--- src/design/quaternion_product_rotate_unit_macros.svh ---
// Assertion macros used by the quaternion unit's top-level RTL file.
`ifndef QUATERNION_PRODUCT_ROTATE_UNIT_MACROS_SVH
`define QUATERNION_PRODUCT_ROTATE_UNIT_MACROS_SVH

// A property that must hold in the same cycle as its trigger.
`define QPR_ASSERT_NOW(lbl, cond, prop) \
  lbl: assert property (@(posedge clk) disable iff (!rst_n) (cond) |-> (prop)) \
    else $error("qpr: same-cycle check failed");

// A property that must hold in the cycle after its trigger.
`define QPR_ASSERT_NEXT(lbl, cond, prop) \
  lbl: assert property (@(posedge clk) disable iff (!rst_n) (cond) |=> (prop)) \
    else $error("qpr: next-cycle check failed");

`endif

--- src/design/qpr_pkg.sv ---
// Package with the shared constants and operation codes of the quaternion unit.
`default_nettype none

package qpr_pkg;

  localparam int WORD_BITS_DEF = 16;
  localparam int FRAC_BITS_DEF = 14;

  // Extra bits kept in the intermediate rotation product.
  localparam int GUARD_BITS = 4;

  typedef enum logic [1:0] {
    KIND_PRODUCT = 2'd0,
    KIND_ROTATE  = 2'd1,
    KIND_CONJ    = 2'd2
  } kind_t;

endpackage

`default_nettype wire

--- src/design/qpr_sum.sv ---
// Signed combination of sixteen partial products into a rounded quaternion.
`default_nettype none

module qpr_sum #(
  parameter int P_BITS    = 2 * qpr_pkg::WORD_BITS_DEF,
  parameter int FRAC_BITS = qpr_pkg::FRAC_BITS_DEF,
  parameter bit CONJ      = 1'b0
) (
  input  logic                      clk,
  input  logic                      adv,
  input  logic signed [P_BITS-1:0]  prod  [16],
  output logic signed [P_BITS+1:0]  sum_r [4]
);

  localparam int S_BITS = P_BITS + 2;
  localparam logic signed [S_BITS-1:0] HALF = S_BITS'(1) << (FRAC_BITS - 1);

  logic signed [S_BITS-1:0] e   [16];
  logic signed [S_BITS-1:0] acc [4];

  // When the right operand is a conjugate, every term from its vector part flips sign.
  always_comb begin
    for (int i = 0; i < 4; i++) begin
      for (int j = 0; j < 4; j++) begin
        if (CONJ && (j != 0)) begin
          e[4*i+j] = -S_BITS'(prod[4*i+j]);
        end else begin
          e[4*i+j] = S_BITS'(prod[4*i+j]);
        end
      end
    end
    acc[0] = e[0] - e[5]  - e[10] - e[15] + HALF;
    acc[1] = e[1] + e[4]  + e[11] - e[14] + HALF;
    acc[2] = e[2] - e[7]  + e[8]  + e[13] + HALF;
    acc[3] = e[3] + e[6]  - e[9]  + e[12] + HALF;
  end

  always_ff @(posedge clk) begin
    if (adv) begin
      for (int k = 0; k < 4; k++) begin
        sum_r[k] <= acc[k] >>> FRAC_BITS;
      end
    end
  end

endmodule

`default_nettype wire

--- config.mk ---
export PLATFORM = sky130hd
export DESIGN_NAME = qpr_sum
export DESIGN_NICKNAME = d
export VERILOG_FILES = /design/src/design/quaternion_product_rotate_unit_macros.svh /design/src/design/qpr_pkg.sv /design/src/design/qpr_sum.sv
export SDC_FILE = /design/constraint.sdc
export NUM_CORES = 1
export LEC_CHECK = 0
export BUFFER_PORTS_ARGS = -buffer_cell sky130_fd_sc_hd__clkbuf_2
export CORE_AREA = 2 2 250 252
export CTS_CLUSTER_DIAMETER = 40
export DETAILED_ROUTE_END_ITERATION = 6
export DIE_AREA = 0 0 252 254
export PLACE_DENSITY = 0.47
export SLEW_MARGIN = 20
export SYNTH_ARGS = -nofsm -noshare
export SYNTH_HDL_FRONTEND = slang
export SYNTH_SLANG_ARGS = --single-unit
--- constraint.sdc ---
create_clock -name clk -period 5 [get_ports clk]
set_input_delay 0.5 -clock clk [delete_from_list [all_inputs] [get_ports clk]]
set_output_delay 0.5 -clock clk [all_outputs]
set_load 0.1 [all_outputs]
==> key figures, run 1 <==
Min path
  – Hold depth: 1
  – Hold Path Sink: sum_r[113]
  – Worst hold path class: in2reg
  – Hold path startpoint: adv

Layout
  – Commonest non-fill, non-tap cell in the layout: clkbuf_2
  – Final instance area: 19500 µm²
  – Area grow syn2layout: 26.9%
  – Final Instance Count excl. Fillers: 2794
  – Largest Register: sum_r
  – Fin nets: 3026
  – Max reg flops: 80
  – Regs by FF count: sum_r: 80 flops
  – Share of cells above drive strength 1: between 30 and 40%
  – Diode count: 0
  – Commonest cells after routing, fill and taps aside: 648 x clkbuf_2, 271 x inv_1, 260 x ha_1, 252 x fa_1, 80 x edfxtp_1

Die
  – Die footprint: 64000 µm²
  – Die height: 254 µm
  – Core area: 61300 µm²
  – Cell Rows: 91
  – # IOs: 650
  – Initial Utilization: 25.0%
  – DIE WIDTH: 252 µm

Timing
  – Tcrit/Tclk final: 87.9%
  – RSZ-0062 raised after global routing: no
  – Max Slew Vio Count: 0
  – Setup TNS: 0 ns
  – Final setup fails: 0
  – Worst slew pin tran: 0.641 ns
  – Final min period: between 4 and 5 ns
  – Final Hold Viols: 0
  – Worst rel slew slack: 57.4%
  – Max Freq: 227 MHz

Yosys
  – Top post-synthesis cells by area: fa_1 33%, ha_1 21%, edfxtp_1 16%
  – Syn_nets: between 2000 and 2500
  – Warnings from Yosys: 0
  – Synth Register Bits: 80
  – Main synth FF type: edfxtp_1
  – Post-Syn Area per Cell: 11.0 µm²
  – Post-synth EDFFs: 80
  – Post-Syn Instances: 1395
  – Netlist cell types: 66
  – Top cell type's share of synthesized area: 32.9%
  – Synth area leader: fa_1
  – Post-Syn Area: 15300 µm²
  – Post-synth ARST share: 0%
  – Sequential area share after synthesis: 15.7%

GRT
  – Overflow after GRT: 0
  – Vias in the first global route: 12900
  – First-pass GRT wire length: 66900 µm
  – Gr usage total: 13.4%
  – Pin count of the biggest net entering global routing: 42
  – Initial antenna violation count: 0

Route
  – Starting DRT DRC Count: 366
  – Via count: approximately 12000
  – Antenna viol nets, final: 0
  – WL/cell: 15.4 µm
  – WL final: 43000 µm
  – Total iterations of the first detailed-routing run: 4
  – Mean number of vias per cell: 4.29
  – DRC Markers: 0

Flow run
  – Max-cap viol count: 0

CTS
  – Clk buf depth: 2
  – Post-CTS Setup Inserts: 0
  – # resized after CTS: 0
  – CTS buffer count: 9
  – Post-CTS Hold Fix Bufs: 0
  – Clock root buffer: clkbuf_16
  – CTS H-tree lvls: 3
  – CTS tree: built
  – Clock sink count: 80
  – Worst-path clk slew: 0.06 ns

Power and ir drop
  – Lkg Pwr: 0.0104 µW
  – Maximum VDD drop: 0.710 mV
  – Total power: 11800 µW
  – Power Density: ~600 nW/µm²

Critical path
  – Arr. time, crit path: ~4.5 ns
  – Startpoint Class: input pin
  – Buf+Inv Stages, Crit Path: 2
  – CP Data Required Time: 5.11 ns
  – Crit end category: flip-flop
  – Slowest stage cell on the critical path: fa_1
  – Crit path largest cell delay: 0.55 ns
  – Largest fanout on the critical path: 6
  – Crit path kind: in2reg
  – Critical path launch point: prod[83]
  – Top delay family on crit path: adder cells
  – CP Cell Sequence: clkbuf_2 > fa_1 > fa_1 > ha_1 > ha_1 > nand4_1 > nor3_1 > o221ai_1 > a31oi_1 > buf_4 > o31a_1 > a41oi_2 > o2111ai_1 > a21oi_1 > xor2_1

Outcome
  – Status: finished clean

Placed design
  – DP Wirelength: 40200 µm
  – Placed cell area: 19200 µm²
  – Placed Cells: 2779
  – Port Buffers: 649
  – RePlAce Congestion: 0.838
where the power goes:
part / switching (µW) / total (µW) / internal, µW
registers: 168 / 1500 / 1330
logic: 7100 / 9550 / 2450
clock network: 290 / 721 / 431
total: 7560 / 11800 / 4220
per-stage QoR:
stage	utilization (%)	setup slack (ns)	hold slack, ns
after floorplan	-	0.936	0.612
after global placement	31.3	0.158	1.04
after detailed placement	31.3	0.125	1.05
after CTS	31.8	0.505	0.654
after global routing	31.8	0.304	0.670
final	31.8	0.604	0.662
per-layer routing:
layer	up-vias	track usage, %	share of wire (%)
li1	5845	-	-
met1	5748	16.3	41
met2	366	24.1	51
met3	30	2.84	5.7
met4	0	3.36	1.9
met5	-	0	0
worst max-delay path by stage:
stage	endpoint	slack, ns	depth (start not counted)
after floorplan	sum_r[121]	0.94	14
after global placement	sum_r[53]	0.16	15
after detailed placement	sum_r[53]	0.12	15
after CTS	sum_r[53]	0.50	15
after global routing	sum_r[53]	0.30	15
final	sum_r[53]	0.60	15
cell families (layout without fill, tap and decap cells):
| kind of cell | count (synthesis) | count (layout) | share of synthesized area [%] |
|---|---|---|---|
| adders and majority gates | 512 | 512 | 54.1 |
| buffers and inverters | 328 | 937 | 9.39 |
| AOI/OAI and AO/OA | 238 | 238 | 10.9 |
| and+or+nand+nor | 162 | 162 | 5.64 |
| DFF | 80 | 80 | 15.7 |
| xor gates and xnor gates | 75 | 75 | 4.28 |
cell type report:
type | count | area (µm²)
Fill cell | 6399 | 41800
Multi-Input combinational cell | 987 | 11500
Timing Repair Buffer | 651 | 3270
Sequential cell | 80 | 2400
Inverter | 271 | 1020
Tap cell | 790 | 988
Clock buffer | 10 | 229
Clock inverter | 5 | 72.6
synthesized netlist by cell type, drive strengths merged (10+ instances only):
library cell and instances:
nand4 13, and3 10, nor2 36, xor2 31, o21bai 12, o21a 10
ha 260, inv 271, a21o 41, nand2 34, edfxtp 80, buf 56
fa 252, o21ai 41, nand3 17, a21oi 73, xnor2 44
(Power assumes the default switching activity.)
==> run 2: changes to the inputs <==
--- a/config.mk
+++ b/config.mk
@@ -10,7 +10,7 @@
 export CTS_CLUSTER_DIAMETER = 40
 export DETAILED_ROUTE_END_ITERATION = 6
 export DIE_AREA = 0 0 252 254
-export PLACE_DENSITY = 0.47
+export PLACE_DENSITY = 0.49
 export SLEW_MARGIN = 20
 export SYNTH_ARGS = -nofsm -noshare
 export SYNTH_HDL_FRONTEND = slang
==> constraint.sdc (replaced) <==
create_clock -name clk -period 3.6 [get_ports clk]
set_input_delay 0.36 -clock clk [delete_from_list [all_inputs] [get_ports clk]]
set_output_delay 0.36 -clock clk [all_outputs]
set_load 0.1 [all_outputs]
==> key figures, run 2 (synthesis gave the netlist of run 1 again) <==
Outcome
  – Status: finished with violations
  – Failing checks: setup timing

Timing
  – Max Freq: roughly 260 MHz
  – RSZ-0062 raised after global routing: yes
  – WHS: 0.467 ns (-0.195 ns)
  – Worst rel slew slack: 59.8% (+2.4 points)
  – Setup TNS: -1.38 ns (-1.38 ns)
  – Final WS setup: -0.241 ns (-0.846 ns)
  – Max Slew Vio Count: 0 (unchanged)
  – Worst slew pin tran: 0.606 ns (-0.0356 ns)
  – Final Hold Viols: 0 (unchanged)
  – Final min period: 3.84 ns
  – Tcrit/Tclk final: 107%
  – Final setup fails: 15 (+15)

Power and ir drop
  – Clock power frac: 5.2% (-0.9 points)
  – Maximum VDD drop: 1.31 mV (+84%)
  – Lkg Pwr: 0.0112 µW (+8.3%)
  – Power Density: 854 nW/µm² (+41%)
  – Internal power: 7300 µW (+73%)
  – Sequential power share: 11.4% (-1.3 points)
  – Comb pwr share: 83.4% (+2.3 points)
  – Sw Ratio: 60.6% (-3.6 points)
  – Switching power: 11200 µW (+48%)

Layout
  – Max reg flops: 80 (unchanged)
  – Commonest non-fill, non-tap cell in the layout: clkbuf_2
  – Largest Register: sum_r
  – Post-layout util: 35.4% (+3.6 points)
  – Regs by FF count: sum_r: 80 flops
  – Commonest cells after routing, fill and taps aside: 640 x clkbuf_2, 259 x inv_1, 243 x fa_1, 217 x ha_1, 144 x buf_4
  – Final instance area: 21700 µm² (+11%)
  – Diode count: 0 (unchanged)
  – Fin nets: 3177 (+5.0%)
  – Area grow syn2layout: 41.4%
  – Share of cells above drive strength 1: 45.3% (+11 points)

Die
  – DIE WIDTH: 252 µm (unchanged)
  – Initial Utilization: 25.0% (unchanged)
  – Die height: 254 µm (unchanged)
  – Core area: 61300 µm² (unchanged)
  – Cell Rows: 91 (unchanged)
  – Die footprint: 64000 µm² (unchanged)
  – # IOs: 650 (unchanged)

Placed design
  – DP Wirelength: 42200 µm (+5.1%)
  – Port Buffers: 649 (unchanged)
  – Placed cell area: 20500 µm² (+6.9%)
  – RePlAce Congestion: 0.886 (+5.8%)

GRT
  – Initial antenna violation count: 2 (+2)
  – First-pass GRT wire length: 71500 µm (+6.8%)
  – Overflow after GRT: 0 (unchanged)
  – Gr usage total: 14.3% (+0.90 points)
  – Vias in the first global route: 14000 (+8.8%)
  – Pin count of the biggest net entering global routing: 51 (+21%)

Critical path
  – Startpoint Class: input pin
  – Crit path kind: in2reg
  – CP Data Required Time: 3.84 ns (-1.27 ns)
  – Arr. time, crit path: 4.09 ns (-0.41 ns)
  – Largest fanout on the critical path: 2 (-4)
  – Crit end category: flip-flop

CTS
  – CTS tree: built
  – Clock sink count: 80 (unchanged)
  – Clk buf depth: 2 (unchanged)
  – Clock root buffer: clkbuf_16
  – Worst-path clk slew: 0.07 ns (about the same)
  – CTS buffer count: 9 (unchanged)
  – Post-CTS Hold Fix Bufs: 0 (unchanged)
  – CTS H-tree lvls: 3 (unchanged)

Min path
  – Worst hold path class: in2reg

Route
  – DRC Markers: 0 (unchanged)
  – Via count: 12700 (+5.7%)
  – Starting DRT DRC Count: 315 (-14%)
  – WL final: 45900 µm (+6.8%)
  – WL/cell: 15.6 µm (+1.3%)
  – Mean number of vias per cell: 4.30 (+0.24%)
  – Antenna viol nets, final: 0 (unchanged)
  – Total iterations of the first detailed-routing run: 4 (unchanged)

Flow run
  – Max-cap viol count: 0 (unchanged)
run 2: cell types whose count changed in the layout (fill, tap and decap cells not counted), sizes merged:
cell and change:
clkinvlp +2, bufinv -1, clkinv +1, clkbuf -9
buf +159
run 2: path summary, 6_finish.rpt:
check,startpoint,endpoint,cells past startpoint
worst min-delay path,adv,sum_r[69],1
worst max-delay path,prod[98],sum_r[19],14
run 2: critical path: stages:
cell and delay, ns:
buf_6 0.09, fa_2 0.60, fa_1 0.40, ha_1 0.30, ha_1 0.29, a41o_1 0.19
a211oi_2 0.27, o21bai_2 0.11, nand4_1 0.25, nand2_1 0.12, a21o_1 0.22, a31o_1 0.26
or4_4 0.54, nand3_2 0.07
run 2: area by class of cell:
class	instances	area [µm²]
fillers	6236	39600
multi-input cells	987	12500
repair buffers	802	4500
flip-flops and latches	80	2400
inverters	271	1020
well taps	790	988
clock buffers	9	225
clock inverters	7	62.6
run 2: metrics by stage:
stage	power, µW	setup slack (ns)	instances
after floorplan	13500	-0.154	1395
after global placement	16700	-0.692	2916
after detailed placement	16800	-0.700	2916
after CTS	18100	-0.206	2940
after global routing	19900	-0.341	2946
final	18500	-0.241	2946
run 2: timing repair:
item                       CTS  global route
gates resized for setup     38           116
setup endpoints to repair   34            46
pin swaps                   38            69
setup buffers                8             9
run 2: power by group through the flow:
stage / clock [µW] / sequential, µW / combinational (µW)
final: 962 / 2100 / 15500
after global routing: 1040 / 2170 / 16700
after CTS: 1020 / 2130 / 15000
after detailed placement: 0 / 2130 / 14700
after global placement: 0 / 2120 / 14600
after floorplan: 0 / 5570 / 7900
run 2: metal layers:
layer,wire length [µm],track usage (%)
met5,0,0
met4,1100,4.55
met3,2390,2.28
met2,23800,26.0
met1,18600,17.3
